<file path="src/rtl/core/led_frame_pattern_sequencer_unit_defines.svh">
// assertion macros for the led frame pattern sequencer
// expects signals named clock and reset in the module that uses them
`ifndef LED_FRAME_PATTERN_SEQUENCER_UNIT_DEFINES_SVH
`define LED_FRAME_PATTERN_SEQUENCER_UNIT_DEFINES_SVH

// same-cycle implication, checked outside reset
`define LFPS_ASSERT_NOW(label, cond, conseq, msg) \
   label: assert property (@(posedge clock) disable iff (reset) (cond) |-> (conseq)) \
      else $error(msg);

// next-cycle implication, checked outside reset
`define LFPS_ASSERT_NEXT(label, cond, conseq, msg) \
   label: assert property (@(posedge clock) disable iff (reset) (cond) |=> (conseq)) \
      else $error(msg);

`endif

</file>
<file path="src/rtl/core/lfps_pkg.sv">
// shared types and constants of the led frame pattern sequencer
// no dependencies
package lfps_pkg;

   localparam int PATTERN_DEPTH = 1024;
   localparam int ADDR_W        = $clog2(PATTERN_DEPTH);
   localparam int WIDE_W        = 18;

   localparam int OP_W       = 2;
   localparam int ENTRY_AW   = 10;
   localparam int ENTRY_W    = 8;
   localparam int LED_W      = 5;
   localparam int LPF_W      = 6;
   localparam int HOLD_W     = 8;
   localparam int PAUSE_W    = 16;
   localparam int LEN_W      = 11;
   localparam int SCAN_W     = 5;
   localparam int CSR_IDX_W  = 2;
   localparam int CSR_DATA_W = 16;

   localparam logic [LPF_W-1:0]   MAX_FRAME    = LPF_W'(32);
   localparam logic [ENTRY_W-1:0] DARK_CODE    = ENTRY_W'(32);
   localparam int                 HOLD_SHIFT   = 3;
   localparam logic [PAUSE_W-1:0] PAUSE_RESET  = PAUSE_W'(24);
   localparam logic [LEN_W-1:0]   LENGTH_RESET = LEN_W'(32);

   typedef enum logic [OP_W-1:0] {
      OP_TICK    = 2'd0,
      OP_WRITE   = 2'd1,
      OP_RESTART = 2'd2,
      OP_NONE    = 2'd3
   } op_type;

   typedef enum logic [CSR_IDX_W-1:0] {
      REG_LEDS_PER_FRAME = 2'd0,
      REG_FRAME_HOLD     = 2'd1,
      REG_DEFAULT_PAUSE  = 2'd2,
      REG_PATTERN_LENGTH = 2'd3
   } reg_index_type;

   // what a tick leaves for the readout stage
   typedef struct packed {
      logic led_valid;
      logic in_range;
      logic switched;
   } lookup_type;

endpackage

</file>
<file path="src/rtl/core/lfps_if.sv">


interface lfps_rsp_if
   import lfps_pkg::*;
();
   logic             valid;
   logic             ready;
   logic             led_valid;
   logic [LED_W-1:0] led_number;
   logic             led_dark;
   logic             frame_switched;

   modport source (output valid, led_valid, led_number, led_dark, frame_switched,
                   input ready);
   modport sink   (input valid, led_valid, led_number, led_dark, frame_switched,
                   output ready);
endinterface

</file>
<file path="src/rtl/core/lfps_out.sv">
// readout stage behind the pattern memory and the response output register
// depends on lfps_pkg and lfps_if
module lfps_out
   import lfps_pkg::*;
(
   input  logic               clock,
   input  logic               reset,
   input  logic               accept,
   input  lookup_type         lookup,
   input  logic [ENTRY_W-1:0] mem_read_data,
   output logic               take_ready,
   lfps_rsp_if.source         rsp
);

   logic             s1_valid_ff,  s1_valid_in;
   lookup_type       s1_lookup_ff;
   logic             out_valid_ff, out_valid_in;
   logic             led_valid_ff;
   logic [LED_W-1:0] led_number_ff;
   logic             led_dark_ff;
   logic             switched_ff;

   logic             s1_advance;
   logic             dark;

   always_comb begin
      s1_advance   = s1_valid_ff && (!out_valid_ff || rsp.ready);
      take_ready   = !s1_valid_ff || s1_advance;
      s1_valid_in  = accept || (s1_valid_ff && !s1_advance);
      out_valid_in = s1_advance || (out_valid_ff && !rsp.ready);
      dark         = !s1_lookup_ff.in_range || (mem_read_data >= DARK_CODE);
   end

   always_ff @(posedge clock) begin
      if (reset) begin
         s1_valid_ff  <= 1'b0;
         out_valid_ff <= 1'b0;
      end else begin
         s1_valid_ff  <= s1_valid_in;
         out_valid_ff <= out_valid_in;
      end
   end

   always_ff @(posedge clock) begin
      if (accept) begin
         s1_lookup_ff <= lookup;
      end
      if (s1_advance) begin
         led_valid_ff  <= s1_lookup_ff.led_valid;
         led_dark_ff   <= s1_lookup_ff.led_valid && dark;
         led_number_ff <= (s1_lookup_ff.led_valid && !dark) ? mem_read_data[LED_W-1:0] : '0;
         switched_ff   <= s1_lookup_ff.switched;
      end
   end

   assign rsp.valid          = out_valid_ff;
   assign rsp.led_valid      = led_valid_ff;
   assign rsp.led_number     = led_number_ff;
   assign rsp.led_dark       = led_dark_ff;
   assign rsp.frame_switched = switched_ff;

endmodule
</file>
<file path="src/flat_wrapper.sv">
// flat-port wrapper written by rule: the top's interface ports become plain ports
module lfps_out_flat import lfps_pkg::*;
  (clock, reset, accept, lookup, mem_read_data, take_ready, rsp_valid, rsp_led_valid, rsp_led_number, rsp_led_dark, rsp_frame_switched, rsp_ready);
  lfps_rsp_if rsp_i ();
  input  logic clock;
  input  logic reset;
  input  logic accept;
  input  lookup_type lookup;
  input  logic [ENTRY_W-1:0] mem_read_data;
  output logic take_ready;
  output wire logic [$bits(rsp_i.valid)-1:0] rsp_valid;
  output wire logic [$bits(rsp_i.led_valid)-1:0] rsp_led_valid;
  output wire logic [$bits(rsp_i.led_number)-1:0] rsp_led_number;
  output wire logic [$bits(rsp_i.led_dark)-1:0] rsp_led_dark;
  output wire logic [$bits(rsp_i.frame_switched)-1:0] rsp_frame_switched;
  input wire logic [$bits(rsp_i.ready)-1:0] rsp_ready;
  assign rsp_valid = rsp_i.valid;
  assign rsp_led_valid = rsp_i.led_valid;
  assign rsp_led_number = rsp_i.led_number;
  assign rsp_led_dark = rsp_i.led_dark;
  assign rsp_frame_switched = rsp_i.frame_switched;
  assign rsp_i.ready = rsp_ready;
  lfps_out u_core (.clock(clock), .reset(reset), .accept(accept), .lookup(lookup), .mem_read_data(mem_read_data), .take_ready(take_ready), .rsp(rsp_i));
endmodule
</file>
<file path="config.mk">
export PLATFORM = sky130hd
export DESIGN_NAME = lfps_out_flat
export DESIGN_NICKNAME = d
export VERILOG_FILES = /design/src/rtl/core/led_frame_pattern_sequencer_unit_defines.svh /design/src/rtl/core/lfps_pkg.sv /design/src/rtl/core/lfps_if.sv /design/src/rtl/core/lfps_out.sv /design/src/flat_wrapper.sv
export SDC_FILE = /design/constraint.sdc
export NUM_CORES = 1
export LEC_CHECK = 0
export ABC_AREA = 1
export BUFFER_PORTS_ARGS = -buffer_cell sky130_fd_sc_hd__clkbuf_2
export CAP_MARGIN = 5
export CORE_MARGIN = 5
export CORE_UTILIZATION = 30
export CTS_CLUSTER_DIAMETER = 120
export CTS_CLUSTER_SIZE = 16
export DETAILED_ROUTE_END_ITERATION = 8
export GPL_ROUTABILITY_DRIVEN = 0
export SETUP_SLACK_MARGIN = 0.1
export SLEW_MARGIN = 10
export SYNTH_ARGS = -nofsm -noshare
export SYNTH_HDL_FRONTEND = slang
export SYNTH_SLANG_ARGS = --single-unit
</file>
<file path="constraint.sdc">
create_clock -name clock -period 1.3 [get_ports clock]
set_clock_uncertainty 0.15 [all_clocks]
set_input_delay 0.065 -clock clock [delete_from_list [all_inputs] [get_ports clock]]
set_output_delay 0.065 -clock clock [all_outputs]
set_load 0.02 [all_outputs]
</file>
# == Word-level counts from Yosys, hierarchy flattened ==
# Cells that the tools add are included.
# W data, S select, Z words.
# word_totals
reg_bits,13
latch_bits,0
ramBits,0
romBits,0
inputBits,15
word_cells,26
n_memories,0
# op_classes
addsub,0
mul,0
div_mod_pow,0
n_lt_le_gt_ge,1
eq_ne,0
n_shift,0
n_mux,0
bitwise_logic,0
n_reduce_logical,16
# ops
op,count
$ge A8 B6 Y1 const B,1
$logic_not A1 Y1,6
$logic_and A1 B1 Y1,5
$logic_or A1 B1 Y1,5

# == Longest topological paths before layout ==
# logic_depth
ltp_word,6
mapped_depth,4
mapped_depth_nobuf,4

# == Worst setup path after synthesis ==
# No wires, ideal clock.
# synth_path
kind,register to register
from,"reg u_core.out_valid_ff, in the netlist u_core.rsp.valid"
to,"reg u_core.switched_ff, in the netlist u_core.rsp.frame_switched (enable)"
setup_time_ns,0.375
arrival_time_ns,0.875
required_ns,0.775
path_slack_ns,-0.101
path_stages_with_launch,2
path_cell_list,dfxtp_1 a21oi_1
# synth_via
elab_chain_len,3
# synth_rtl
item,line_no,source
from (decl),lfps_out.sv:17,"logic out_valid_ff, out_valid_in;"
from (signal assigned),lfps_out.sv:40,out_valid_ff <= out_valid_in;
$logic_not A1 Y1,lfps_out.sv:27,s1_advance = s1_valid_ff && (!out_valid_ff || rsp.ready);
$logic_or A1 B1 Y1,lfps_out.sv:27,
$logic_and A1 B1 Y1,lfps_out.sv:27,
via u_core.s1_advance,lfps_out.sv:23,logic s1_advance;
to (signal assigned),lfps_out.sv:52,switched_ff <= s1_lookup_ff.switched;
to (decl),lfps_out.sv:21,logic switched_ff;
# The timed path passes the listed nets, and every way through them passes these cells.
# A chain may end at the register's enable or synchronous reset.

# == Final worst setup path ==
# layout_path
from,"reg u_core.out_valid_ff, in the netlist u_core.rsp.valid"
to,out take_ready
# layout_via
elab_chain_len,4
# layout_rtl
item,line_no,source
$logic_not A1 Y1,lfps_out.sv:27,
$logic_or A1 B1 Y1,lfps_out.sv:27,
$logic_and A1 B1 Y1,lfps_out.sv:27,
$logic_or A1 B1 Y1,lfps_out.sv:28,take_ready = !s1_valid_ff || s1_advance;
to (decl),flat_wrapper.sv:10,output logic take_ready;
# Every way passes these cells.

==> impl_metrics.env <==
export IMPL_finalNonFillerCells=91
export IMPL_dpl_cell_count=76
export IMPL_wl_per_cell_um=8.956
export IMPL_final_net_count=91
export IMPL_cts_buffer_depth=2
export IMPL_drive_gt1_frac=0.4267
export IMPL_layout_common_cells="24 x clkbuf_2, 11 x dlygate4sd3_1, 11 x edfxtp_1, 9 x inv_1, 5 x nor2_1"
export IMPL_portBuffers=24
export IMPL_ant_nets=0
export IMPL_yosysWarnings=0
export IMPL_synth_cell_type_count=10
export IMPL_slew_limit_headroom=0.8174
export IMPL_num_io_pins=25
export IMPL_finalHoldViolCount=1
export IMPL_final_common_cell="clkbuf_2"
export IMPL_netlist_area_um2=476.7
export IMPL_drv_slew=0
export IMPL_cts_root_buf="clkbuf_4"
export IMPL_syn_area_per_cell_um2=13.24
export IMPL_clk_pin_slew_ns=0.07
export IMPL_die_area_um2=2486
export IMPL_grt_usage=0.07183
export IMPL_cp_start_kind="flip-flop"
export IMPL_antenna_found_initial=0
export IMPL_wirelength_um=815
export IMPL_violations="negative hold slack"
export IMPL_core_area_um2=1506
export IMPL_dpl_cell_area_um2=628.1
export IMPL_syn_nets=51
export IMPL_worstHoldPathType="input port to flip-flop"
export IMPL_post_route_drc_count=0
export IMPL_clk_latency_ns=0.26
export IMPL_grt_pass1_wl_um=1373
export IMPL_grt_pass1_vias=322
export IMPL_ys_ff_latch=13
export IMPL_first_pass_iters=2
export IMPL_hpwl_um=592.9
export IMPL_grt_max_degree=9
export IMPL_die_w_um=49.86
export IMPL_required_ns=1.09
export IMPL_vias_per_cell=3.923
export IMPL_area_growth_pct=60.63
export IMPL_cp_max_fo=4
export IMPL_hold_ws_ns=-0.01204
export IMPL_arrival_ns=0.92
export IMPL_cts_sinks=13
export IMPL_tns_ns=0
export IMPL_max_freq_ghz=0.8801
export IMPL_end_kind="output port"
export IMPL_fin_area_um2=765.7
export IMPL_p_leak_nw=0.3593
export IMPL_min_period_ns=1.136
export IMPL_initial_core_util=0.3164
export IMPL_ir_drop_mv=0.5666
export IMPL_final_core_util=0.5083
export IMPL_finalCritPeriodShare=0.8740
export IMPL_cts_inserted_buffers=3
export IMPL_die_h_um=49.86
export IMPL_outcome="complete, but fails checks"
export IMPL_path_class="flip-flop to output port"
export IMPL_cap_violations=0
export IMPL_first_iter_violations=1
export IMPL_rsz0062_at_grt="no"
export IMPL_post_cts_buffers=0
export IMPL_htreeDepth=1
export IMPL_p_per_area_nw_per_um2=1067
export IMPL_diodes=0
export IMPL_row_count=14
export IMPL_vias=357
export IMPL_ys_seq_area_frac=0.7769
export IMPL_worst_pin_slew_ns=0.2732
export IMPL_setup_viol=0
export IMPL_synthCells=36
export IMPL_cts_tree="done"
export IMPL_grt_ovfl_total=0
## synthesized netlist by cell type
| master | count | area [µm²] |
|---|---|---|
| a21boi_0 | 1 | 7.510 |
| a21oi_1 | 3 | 15.01 |
| dfxtp_1 | 2 | 40.04 |
| edfxtp_1 | 11 | 330.3 |
| inv_1 | 9 | 33.78 |
| nand2_1 | 1 | 3.750 |
| nand3_1 | 1 | 5.000 |
| nand3_2 | 1 | 10.01 |
| nor2_1 | 5 | 18.77 |
| nor2_2 | 2 | 12.51 |
## metal layers
metal | part of all wire | GRT usage
met1 | 0.45 | 0.09316
met2 | 0.43 | 0.09958
met3 | 0.12 | 0.03916
met4 | 0 | 0.02620
met5 | 0 | 0
## cell families (layout without fill, tap and decap cells)
kind of cell / after synthesis / count (layout) / share of synthesized area
AO/OA/AOI/OAI: 4 / 4 / 0.04724
buffers and inverters: 9 / 48 / 0.07086
AND/OR/NAND/NOR: 10 / 10 / 0.1050
flip-flops: 13 / 13 / 0.7769
## registers in the layout, summed over array words and instances, names as in the netlist
register	cells
u_core.s1_valid_ff	1
u_core.s1_lookup_ff	3
u_core.rsp.led_valid	1
u_core.rsp.frame_switched	1
u_core.rsp.led_number	5
u_core.rsp.valid	1
u_core.rsp.led_dark	1
## where the power goes
group | switching (mW) | leakage, nW | internal [mW]
sequential | 0.00855 | 0.127 | 0.474
combinational | 0.0461 | 0.218 | 0.0517
clock | 0.117 | 0.0150 | 0.119
total | 0.172 | 0.359 | 0.645
## cell type report
cell class / count / area (µm²)
Fill cell: 141 / 740.7
Sequential cell: 13 / 371.6
Timing Repair Buffer: 35 / 230.2
Multi-Input combinational cell: 14 / 83.83
Inverter: 9 / 33.78
Clock buffer: 4 / 26.28
Tap cell: 16 / 20.02
## what timing repair did
action | 4_1_cts | 5_1_grt
setup endpoints to repair | 1 | 0
hold buffers | 10 | 1
gates resized for setup | 1 | 0
endpoints found under the hold margin | 13 | 1
## critical path: stages, from the launching register on
cell and delay (ns):
dfxtp_2 0.38, nand3_1 0.11, clkbuf_2 0.17
## stage by stage
step / setup slack (ns) / total power, mW
2_1_floorplan: 0.1295 / 0.5289
3_3_place_gp: 0.2014 / 0.5645
3_5_place_dp: 0.1852 / 0.5658
4_1_cts: 0.1512 / 0.8270
5_1_grt: 0.1029 / 0.8652
6_report: 0.1637 / 0.8167
## final timing paths
path / startpoint / endpoint / slack, ns / depth (start not counted)
min: rsp_ready / u_core.s1_valid_ff$_SDFF_PP0_ / -0.01 / 4
min reg2reg: u_core.s1_lookup_ff[0]$_DFFE_PP_ / u_core.rsp.frame_switched$_DFFE_PP_ / 0.28 / 0
max: u_core.rsp.valid$_SDFF_PP0_ / take_ready / 0.16 / 2
max reg2reg: u_core.s1_valid_ff$_SDFF_PP0_ / u_core.rsp.led_number[2]$_SDFFCE_PN0P_ / 0.19 / 2
(Power assumes the default switching activity.)
