File: src/rtl/core/led_frame_pattern_sequencer_unit_defines.svh
// assertion macros for the led frame pattern sequencer
// expects signals named clock and reset in the module that uses them
`ifndef LED_FRAME_PATTERN_SEQUENCER_UNIT_DEFINES_SVH
`define LED_FRAME_PATTERN_SEQUENCER_UNIT_DEFINES_SVH

// same-cycle implication, checked outside reset
`define LFPS_ASSERT_NOW(label, cond, conseq, msg) \
   label: assert property (@(posedge clock) disable iff (reset) (cond) |-> (conseq)) \
      else $error(msg);

// next-cycle implication, checked outside reset
`define LFPS_ASSERT_NEXT(label, cond, conseq, msg) \
   label: assert property (@(posedge clock) disable iff (reset) (cond) |=> (conseq)) \
      else $error(msg);

`endif

File: src/rtl/core/lfps_pkg.sv
// shared types and constants of the led frame pattern sequencer
// no dependencies
package lfps_pkg;

   localparam int PATTERN_DEPTH = 1024;
   localparam int ADDR_W        = $clog2(PATTERN_DEPTH);
   localparam int WIDE_W        = 18;

   localparam int OP_W       = 2;
   localparam int ENTRY_AW   = 10;
   localparam int ENTRY_W    = 8;
   localparam int LED_W      = 5;
   localparam int LPF_W      = 6;
   localparam int HOLD_W     = 8;
   localparam int PAUSE_W    = 16;
   localparam int LEN_W      = 11;
   localparam int SCAN_W     = 5;
   localparam int CSR_IDX_W  = 2;
   localparam int CSR_DATA_W = 16;

   localparam logic [LPF_W-1:0]   MAX_FRAME    = LPF_W'(32);
   localparam logic [ENTRY_W-1:0] DARK_CODE    = ENTRY_W'(32);
   localparam int                 HOLD_SHIFT   = 3;
   localparam logic [PAUSE_W-1:0] PAUSE_RESET  = PAUSE_W'(24);
   localparam logic [LEN_W-1:0]   LENGTH_RESET = LEN_W'(32);

   typedef enum logic [OP_W-1:0] {
      OP_TICK    = 2'd0,
      OP_WRITE   = 2'd1,
      OP_RESTART = 2'd2,
      OP_NONE    = 2'd3
   } op_type;

   typedef enum logic [CSR_IDX_W-1:0] {
      REG_LEDS_PER_FRAME = 2'd0,
      REG_FRAME_HOLD     = 2'd1,
      REG_DEFAULT_PAUSE  = 2'd2,
      REG_PATTERN_LENGTH = 2'd3
   } reg_index_type;

   // what a tick leaves for the readout stage
   typedef struct packed {
      logic led_valid;
      logic in_range;
      logic switched;
   } lookup_type;

endpackage

File: src/rtl/core/lfps_ctrl.sv
// sequencing state, config registers and pattern memory addressing
// depends on lfps_pkg
module lfps_ctrl
   import lfps_pkg::*;
(
   input  logic                  clock,
   input  logic                  reset,
   input  logic                  csr_write_enable,
   input  logic [CSR_IDX_W-1:0]  csr_index,
   input  logic [CSR_DATA_W-1:0] csr_write_data,
   input  logic                  accept,
   input  logic [OP_W-1:0]       operation,
   input  logic [ENTRY_AW-1:0]   entry_address,
   input  logic [ENTRY_W-1:0]    entry_value,
   output logic                  mem_write_enable,
   output logic [ADDR_W-1:0]     mem_write_address,
   output logic [ENTRY_W-1:0]    mem_write_data,
   output logic                  mem_read_enable,
   output logic [ADDR_W-1:0]     mem_read_address,
   output lookup_type            lookup
);

   logic [LPF_W-1:0]   lpf_ff;
   logic [HOLD_W-1:0]  hold_ff;
   logic [PAUSE_W-1:0] pause_ff;
   logic [LEN_W-1:0]   length_ff;

   logic [LEN_W-1:0]   next_start_ff,   next_start_in;
   logic [LEN_W-1:0]   active_start_ff, active_start_in;
   logic               pending_ff,      pending_in;
   logic               present_ff,      present_in;
   logic [SCAN_W-1:0]  scan_ff,         scan_in;
   logic [PAUSE_W-1:0] timer_ff,        timer_in;

   logic [LPF_W-1:0]   frame_size;
   logic               is_tick;
   logic               fire;
   logic [LEN_W:0]     start_sum;
   logic [LEN_W-1:0]   next_start_a;
   logic [PAUSE_W-1:0] reload;
   logic [PAUSE_W-1:0] timer_a;
   logic               pending_a;
   logic               switched;
   logic [LEN_W:0]     index;
   logic [WIDE_W-1:0]  index_wide;
   logic [WIDE_W-1:0]  write_wide;
   logic               in_range;
   logic [SCAN_W:0]    scan_inc;
   op_type             op;

   always_ff @(posedge clock) begin
      if (reset) begin
         lpf_ff    <= LPF_W'(1);
         hold_ff   <= '0;
         pause_ff  <= PAUSE_RESET;
         length_ff <= LENGTH_RESET;
      end else if (csr_write_enable) begin
         case (reg_index_type'(csr_index))
            REG_LEDS_PER_FRAME: lpf_ff    <= csr_write_data[LPF_W-1:0];
            REG_FRAME_HOLD:     hold_ff   <= csr_write_data[HOLD_W-1:0];
            REG_DEFAULT_PAUSE:  pause_ff  <= csr_write_data[PAUSE_W-1:0];
            REG_PATTERN_LENGTH: length_ff <= csr_write_data[LEN_W-1:0];
            default: ;
         endcase
      end
   end

   always_comb begin
      op      = op_type'(operation);
      is_tick = accept && (op == OP_TICK);

      if (lpf_ff == '0) begin
         frame_size = LPF_W'(1);
      end else if (lpf_ff > MAX_FRAME) begin
         frame_size = MAX_FRAME;
      end else begin
         frame_size = lpf_ff;
      end

      // new frame start and timer reload once the timer has run out
      fire      = (timer_ff == '0) && !pending_ff;
      start_sum = {1'b0, next_start_ff} + (LEN_W+1)'(frame_size);
      reload    = (hold_ff != '0) ? (PAUSE_W'(hold_ff) << HOLD_SHIFT) : pause_ff;
      if (fire) begin
         next_start_a = (start_sum < {1'b0, length_ff}) ? start_sum[LEN_W-1:0] : '0;
         timer_a      = reload;
      end else begin
         next_start_a = next_start_ff;
         timer_a      = timer_ff;
      end
      pending_a = pending_ff || fire;

      // pending frame only takes over at scan position zero
      switched        = pending_a && (scan_ff == '0);
      active_start_in = switched ? next_start_a : active_start_ff;
      present_in      = present_ff || switched;

      index      = {1'b0, active_start_in} + (LEN_W+1)'(scan_ff);
      index_wide = WIDE_W'(index);
      in_range   = (index < {1'b0, length_ff}) && (index_wide < WIDE_W'(PATTERN_DEPTH));

      scan_inc = {1'b0, scan_ff} + (SCAN_W+1)'(1);
      if (present_in) begin
         scan_in = (scan_inc >= (SCAN_W+1)'(frame_size)) ? '0 : scan_inc[SCAN_W-1:0];
      end else begin
         scan_in = scan_ff;
      end

      timer_in      = (timer_a != '0) ? (timer_a - PAUSE_W'(1)) : '0;
      next_start_in = next_start_a;
      pending_in    = pending_a && !switched;

      write_wide = WIDE_W'(entry_address);
   end

   always_ff @(posedge clock) begin
      if (reset) begin
         next_start_ff   <= LENGTH_RESET;
         active_start_ff <= '0;
         pending_ff      <= 1'b0;
         present_ff      <= 1'b0;
         scan_ff         <= '0;
         timer_ff        <= '0;
      end else if (accept && (op == OP_RESTART)) begin
         next_start_ff <= length_ff;
         timer_ff      <= '0;
         pending_ff    <= 1'b0;
      end else if (is_tick) begin
         next_start_ff   <= next_start_in;
         active_start_ff <= active_start_in;
         pending_ff      <= pending_in;
         present_ff      <= present_in;
         scan_ff         <= scan_in;
         timer_ff        <= timer_in;
      end
   end

   // write lands at the accept edge, so a later tick reads it back directly
   assign mem_write_enable  = accept && (op == OP_WRITE) &&
                              (write_wide < WIDE_W'(PATTERN_DEPTH));
   assign mem_write_address = write_wide[ADDR_W-1:0];
   assign mem_write_data    = entry_value;
   assign mem_read_enable   = is_tick && present_in && in_range;
   assign mem_read_address  = index_wide[ADDR_W-1:0];

   assign lookup.led_valid = is_tick && present_in;
   assign lookup.in_range  = in_range;
   assign lookup.switched  = is_tick && switched;

endmodule

File: config.mk
export PLATFORM = sky130hd
export DESIGN_NAME = lfps_ctrl
export DESIGN_NICKNAME = d
export VERILOG_FILES = /design/src/rtl/core/led_frame_pattern_sequencer_unit_defines.svh /design/src/rtl/core/lfps_pkg.sv /design/src/rtl/core/lfps_ctrl.sv
export SDC_FILE = /design/constraint.sdc
export NUM_CORES = 1
export LEC_CHECK = 0
export ABC_AREA = 0
export BUFFER_PORTS_ARGS = -buffer_cell sky130_fd_sc_hd__buf_4
export CAP_MARGIN = 15
export CORE_AREA = 3 3 110 112
export DETAILED_ROUTE_END_ITERATION = 8
export DIE_AREA = 0 0 113 115
export HOLD_SLACK_MARGIN = 0.08
export MAX_ROUTING_LAYER = met4
export PLACE_DENSITY = 0.81
export SYNTH_ARGS = -nofsm -noshare
export SYNTH_HDL_FRONTEND = slang
export SYNTH_SLANG_ARGS = --single-unit
export TNS_END_PERCENT = 1
File: constraint.sdc
create_clock -name clock -period 6.7 [get_ports clock]
set_input_delay 0.335 -clock clock [delete_from_list [all_inputs] [get_ports clock]]
set_output_delay 0.335 -clock clock [all_outputs]
set_load 0.02 [all_outputs]
==> Word-level counts from Yosys, hierarchy flattened <==
Cells that the tools add are included.
{ "totals": {"output_inout_bits": 33, "inputBits": 42, "n_memories": 0, "latch_bits": 0, "ramBits": 0, "romBits": 0, "wordCells": 67, "ff_bits": 86} }
{ "classes": {"div_mod_pow": 0, "eq_ne": 5, "reduce_logical": 30, "n_addsub": 4, "n_mux": 11, "shift": 0, "mul": 0, "bitwise": 1, "n_lt_le_gt_ge": 6} }
{ "op_table": {"columns": ["operator", "n"], "rows": [
  ["$mux 11", 5],
  ["$mux 16", 3],
  ["$lt 12x11->1", 2],
  ["$logic_not 16->1", 1],
  ["$reduce_bool 16->1", 1],
  ["$sub 16x1->16 const B", 1],
  ["$add 11x5->12", 1],
  ["$add 11x6->12", 1],
  ["$lt 12x11->1 const B", 1],
  ["$mux 6", 2],
  ["$logic_and 1x1->1", 11],
  ["$lt 10x11->1 const B", 1],
  ["$reduce_and 2->1", 5],
  ["$reduce_bool 8->1", 1],
  ["$add 5x1->6 const B", 1],
  ["$eq 2x2->1 const B", 3],
  ["$ge 6x6->1", 1],
  ["$gt 6x6->1 const B", 1],
  ["$logic_not 6->1", 1],
  ["$logic_not 5->1", 1],
  ["$mux 5", 1],
  ["$eq 2x1->1 const B", 2],
  ["$logic_not 2->1", 2],
  ["$reduce_and 3->1", 1],
  ["5 further kinds", 7]
]} }

==> Depth between registers and ports, before layout <==
{ "logic_depth": {"depth_word": 12, "depth_mapped": 35, "ltp_nobuf": 34} }

==> Worst setup path after synthesis <==
No wires, ideal clock.
{ "synth_path": {"path_kind": "flip-flop to output port", "from": "register lpf_ff[4]", "to": "output mem_read_enable", "arrival_ns": 6.192, "path_buffers": 0, "stages_incl_launch_ff": 33, "setup_slack_ns": 0.173, "t_required_ns": 6.365, "cell_sequence": "dfxtp_1 nor4_1 nor2_1 nor2_1 ha_1 fa_1 a211oi_1 o21ai_0 a21oi_1 xor2_1 inv_1 ha_1 and4_1 o21ai_0 o221ai_1 a21o_1 nor2_1 a22oi_1 o21ai_0 ha_1 inv_1 fa_1 inv_1 a21oi_1 o21ai_0 and2_1 o221ai_1 xor2_1 ha_1 nor2b_1 nor4_1 o21ai_0 nor3_2"} }
{ "synth_via": {"elab_chain_cells": 12, "word_cells_on_any_way": 14, "classes_between": "add/sub (2); order compare (4); mux (5); reduce/logical (3)"} }
{ "synth_lines": {"columns": ["item", "line_no", "source"], "rows": [
  ["from (decl)", "lfps_ctrl.sv:23", "logic [LPF_W-1:0] lpf_ff;"],
  ["from (signal assigned)", "lfps_ctrl.sv:59", "REG_LEDS_PER_FRAME: lpf_ff <= csr_write_data[LPF_W-1:0];"],
  ["$gt 6x6->1", "lfps_ctrl.sv:74", "end else if (lpf_ff > MAX_FRAME) begin"],
  ["$mux 6", "lfps_ctrl.sv:74", null],
  ["$mux 6 (*)", "lfps_ctrl.sv:72", "if (lpf_ff == '0) begin"],
  ["$add 11x6->12 (*)", "lfps_ctrl.sv:82", "start_sum = {1'b0, next_start_ff} + (LEN_W+1)'(frame_size);"],
  ["$lt 12x11->1", "lfps_ctrl.sv:85", "next_start_a = (start_sum < {1'b0, length_ff}) ? start_sum[LEN_W-1:0] : '0;"],
  ["$mux 11 (*)", "lfps_ctrl.sv:85", null],
  ["$mux 11 (*)", "lfps_ctrl.sv:84", "if (fire) begin"],
  ["$mux 11 (*)", "lfps_ctrl.sv:95", "active_start_in = switched ? next_start_a : active_start_ff;"],
  ["via active_start_in[0]", "lfps_ctrl.sv:29", "logic [LEN_W-1:0] active_start_ff, active_start_in;"],
  ["$add 11x5->12 (*)", "lfps_ctrl.sv:98", "index = {1'b0, active_start_in} + (LEN_W+1)'(scan_ff);"],
  ["via mem_read_address[6]", "lfps_ctrl.sv:19", "output logic [ADDR_W-1:0] mem_read_address,"],
  ["$lt 12x11->1", "lfps_ctrl.sv:100", "in_range = (index < {1'b0, length_ff}) && (index_wide < WIDE_W'(PATTERN_DEPTH));"],
  ["$logic_and 1x1->1 (*)", "lfps_ctrl.sv:100", null],
  ["$logic_and 1x1->1 (*)", "lfps_ctrl.sv:143", "assign mem_read_enable = is_tick && present_in && in_range;"],
  ["to (decl)", "lfps_ctrl.sv:18", "output logic mem_read_enable,"]
]} }
The timed path passes the listed nets; every way through them passes the cells marked *.

==> Worst setup path in the final report <==
{ "layout_path": {"from": "register lpf_ff[5]", "to": "output mem_read_enable"} }
{ "layout_via": {"elab_chain_cells": 12, "word_cells_on_any_way": 14, "classes_between": "add/sub (2); order compare (4); mux (5); reduce/logical (3)"} }
{ "layout_lines": {"columns": ["item", "line_no"], "rows": [
  ["$gt 6x6->1", "lfps_ctrl.sv:74"],
  ["$mux 6", "lfps_ctrl.sv:74"],
  ["$mux 6 (*)", "lfps_ctrl.sv:72"],
  ["$add 11x6->12 (*)", "lfps_ctrl.sv:82"],
  ["$lt 12x11->1", "lfps_ctrl.sv:85"],
  ["$mux 11 (*)", "lfps_ctrl.sv:85"],
  ["$mux 11 (*)", "lfps_ctrl.sv:84"],
  ["$mux 11 (*)", "lfps_ctrl.sv:95"],
  ["$add 11x5->12 (*)", "lfps_ctrl.sv:98"],
  ["$lt 12x11->1", "lfps_ctrl.sv:100"],
  ["$logic_and 1x1->1 (*)", "lfps_ctrl.sv:100"],
  ["$logic_and 1x1->1 (*)", "lfps_ctrl.sv:143"]
]} }
Mark *: on every way between the ends. The rest lies on a longest branch, timed or not.

==> reports/results.txt <==
pin count of the biggest net entering global routing -> 77
drt wl/cell -> 16.9 um
Clk pwr share -> 17.2%
final instance area -> 6780 um^2
grt met1 use -> 34.2%
fin. max-slew vios -> 0
Pwr per Cell Area -> 442 nW/um^2
CTS Hold Bufs -> 0
main combinational cell family by area after synthesis -> simple AND/OR/NAND/NOR gates
simple-gate share of the synthesized area -> 25.0%
starting density of the core -> 51.7%
sw frac -> 46.5%
n_diodes -> 0
final net count -> 878
flop and latch count out of synthesis -> 86
GP Congestion -> 1.01
share of layout cells above drive strength 1 -> 18.1%
Mapped Cells -> 762
Post-synth ARST share -> 0%
final hold vios -> 0
max-cap check violation count -> 0
first-pass GRT wire length -> 25700 um
reg-to-reg setup timing slack -> 2.65 ns
Req. time, crit path -> 6.36 ns
Detail Route Antenna Nets -> 0
post-synthesis xor/xnor area fraction -> 2.99%
Syn Nets -> 846
final core occ -> 59.9%
Leak -> 2.80 nW
Sum Neg Setup Slack -> -0.143 ns
CTS max path bufs -> 2
total grt overflow -> 0
root buf cell -> clkbuf_16
CTS H-tree depth -> 3
slowest stage delay, CP -> 0.43 ns
fill count -> 966
Core Area -> 11300 um^2
met2 usage -> 37.6%
Cell Area, Synth -> 5850 um^2
Synth warnings -> 0
Sequential Power Share -> 20.6%
synthesized area per cell -> 7.68 um^2
Worst VDD drop -> 0.350 mV
vias in the first global route -> 5024
Ports -> 75
initial antenna violation count -> 0
router iterations before antenna repair -> 7
crit path capture type -> output pin
Area growth syn-to-layout -> 15.9%
Worst-path clk slew -> 0.07 ns
sw power -> 1.39 mW
final setup fails -> 2
Period minus WS final -> 6.78 ns
Hold WC Path Type -> in2reg
Synth Area in Adders -> 9.24%
First DRT Iteration DRCs -> 594
Post-synth top flop -> dfxtp_1
Compound-Gate Fraction of Synth Area -> 21.8%
failing checks -> negative setup slack
fmax -> 0.147 GHz
final worst slack -> -0.0844 ns
Final Skew -> 0.00888 ns
Vias -> 5677
total power -> 3.00 mW
share of the synthesized area in the top cell type -> 29.4%
post-synthesis mux area share -> 4.79%
clock sinks -> 86
Comb power frac -> 62.2%
Period Utilization, post-route -> 101%
status -> finished, violations left
Worst Hold Slack -> 0.241 ns
Post-synth EDFFs -> 0
GRT busiest layer -> met2
Post-DP Area -> 6220 um^2
Die Area -> 13000 um^2
detailed-placement wirelength estimate -> 11100 um
PortBufs -> 38
RSZ-0062 raised after global routing -> true
met3 GRT Util -> 3.79%
Synth area leaders -> dfxtp_1 (29%), ha_1 (8.6%), nand2_1 (6.9%)
Slew headroom -> 30.6%
post-synth top area cell -> dfxtp_1
Worst Setup Path Type -> reg2out
total track usage -> 24.9%
TritonCTS clock tree -> done
latest clock arrival within the worst-skew pair -> 0.34 ns
library cells used by synthesis -> 70
number of vias per cell -> 6.03
final WL -> 16000 um
crit path max fanout -> 5
CP max-delay cell -> or3_4
critical path launch point type -> flip-flop
row cnt -> 39
arrival time at the worst endpoint -> 6.45 ns
Die Height -> 115 um
DR DRC count -> 0
Internal Power -> 1.61 mW
Tightest Pin Transition -> 1.04 ns
most used cell, CP -> inv_1
CTS Buf Count -> 9
Seq/Total Area, Yosys -> 29.4%
chip width -> 113 um
[stage by stage]
| step | instances | worst slack, ns |
|---|---|---|
| 6_report | 942 | -0.0844 |
| 5_1_grt | 942 | -0.355 |
| 4_1_cts | 936 | 0.00522 |
| 3_5_place_dp | 914 | -0.257 |
| 3_3_place_gp | 914 | 0.108 |
| 2_1_floorplan | 762 | 0.173 |
[worst paths after layout]
| path | startpoint | end | cells after the start |
|---|---|---|---|
| worst max-delay path | lpf_ff[5] | mem_read_enable | 31 |
| worst min-delay path | csr_write_data[14] | pause_ff[14] | 3 |
| worst max register to register | lpf_ff[5] | next_start_ff[8] | 18 |
| worst min register to register | pause_ff[10] | pause_ff[10] | 2 |
[synthesized netlist by cell type (6+ instances only)]
library cell	n
or3_1	6
o21ai_0	31
a21o_1	12
nor2b_1	9
xor2_1	9
a22oi_1	14
nand2_1	107
nand2b_1	8
and3_1	10
inv_1	35
buf_4	19
nand3_1	14
nor2_1	82
xnor2_1	11
mux2i_1	22
clkbuf_1	29
nor3_1	17
a211oi_1	16
dfxtp_1	86
a21oi_1	71
ha_1	40
[timing repair]
item | in CTS | in global routing
hold endpoints to repair | 0 | 0
buffers inserted | 6 | 5
gates resized for setup | 29 | 16
pin swaps | 22 | 21
endpoints found under the setup margin | 2 | 2
[power groups by stage]
stage / registers (mW) / logic, mW / clock network (mW)
3_5_place_dp: 0.624 / 1.73 / 0
3_3_place_gp: 0.623 / 1.71 / 0
6_report: 0.618 / 1.87 / 0.515
5_1_grt: 0.623 / 2.02 / 0.540
4_1_cts: 0.615 / 1.79 / 0.514
2_1_floorplan: 0.609 / 1.33 / 0
[state kept, by name (all words and copies together) (netlist names)]
name             flops
pause_ff            16
timer_ff            16
active_start_ff     11
length_ff           11
next_start_ff       11
hold_ff              8
lpf_ff               6
scan_ff              5
pending_ff           1
present_ff           1
[per-layer routing]
| layer | part of all wire (%) | vias up |
|---|---|---|
| met1 | 45 | 2643 |
| met2 | 45 | 226 |
| li1 | - | 2767 |
| met3 | 7.1 | 41 |
| met4 | 2.6 | 0 |
| met5 | 0 | - |
[kinds of logic (layout without fill, tap and decap cells)]
kind of cell,after synthesis,after routing
simple gates,300,300
buf+inv,87,124
xor+xnor,20,20
compound gates,200,200
mux,27,27
flops,86,86
fa+ha+maj,42,42
[layout by cell type, fill, tap and decap left out, types with 8 or more instances in the layout]
cell	count
nand2_1	106
dfxtp_1	81
nor2_1	79
buf_4	70
a21oi_1	66
ha_1	36
inv_1	35
o21ai_0	25
mux2i_1	22
nor3_1	16
nand3_1	14
a211oi_1	13
a22oi_1	13
a21o_1	12
xnor2_1	11
and3_1	10
nor2b_1	9
xor2_1	9
clkbuf_16	9
nand2b_1	8
[critical path, delay by kind of cell, from the launching register on]
kind,cells,cell delay (ns)
AOI/OAI and AO/OA,13,2.14
adders and majority gates,4,1.24
and+or+nand+nor,6,1.14
buffers and inverters,6,0.80
xor gates and xnor gates,2,0.44
DFF,1,0.34
[cell type report]
type	count	area, um^2	area share [%]
inverter	36	135	1.99
sequential	86	1730	25.5
multi-input combinational	589	3900	57.5
timing repair buffer	72	542	7.99
tap	143	179	2.64
clock buffer	10	229	3.38
clock inverter	6	68.8	1.01
Power figures use the tool's default switching activity.
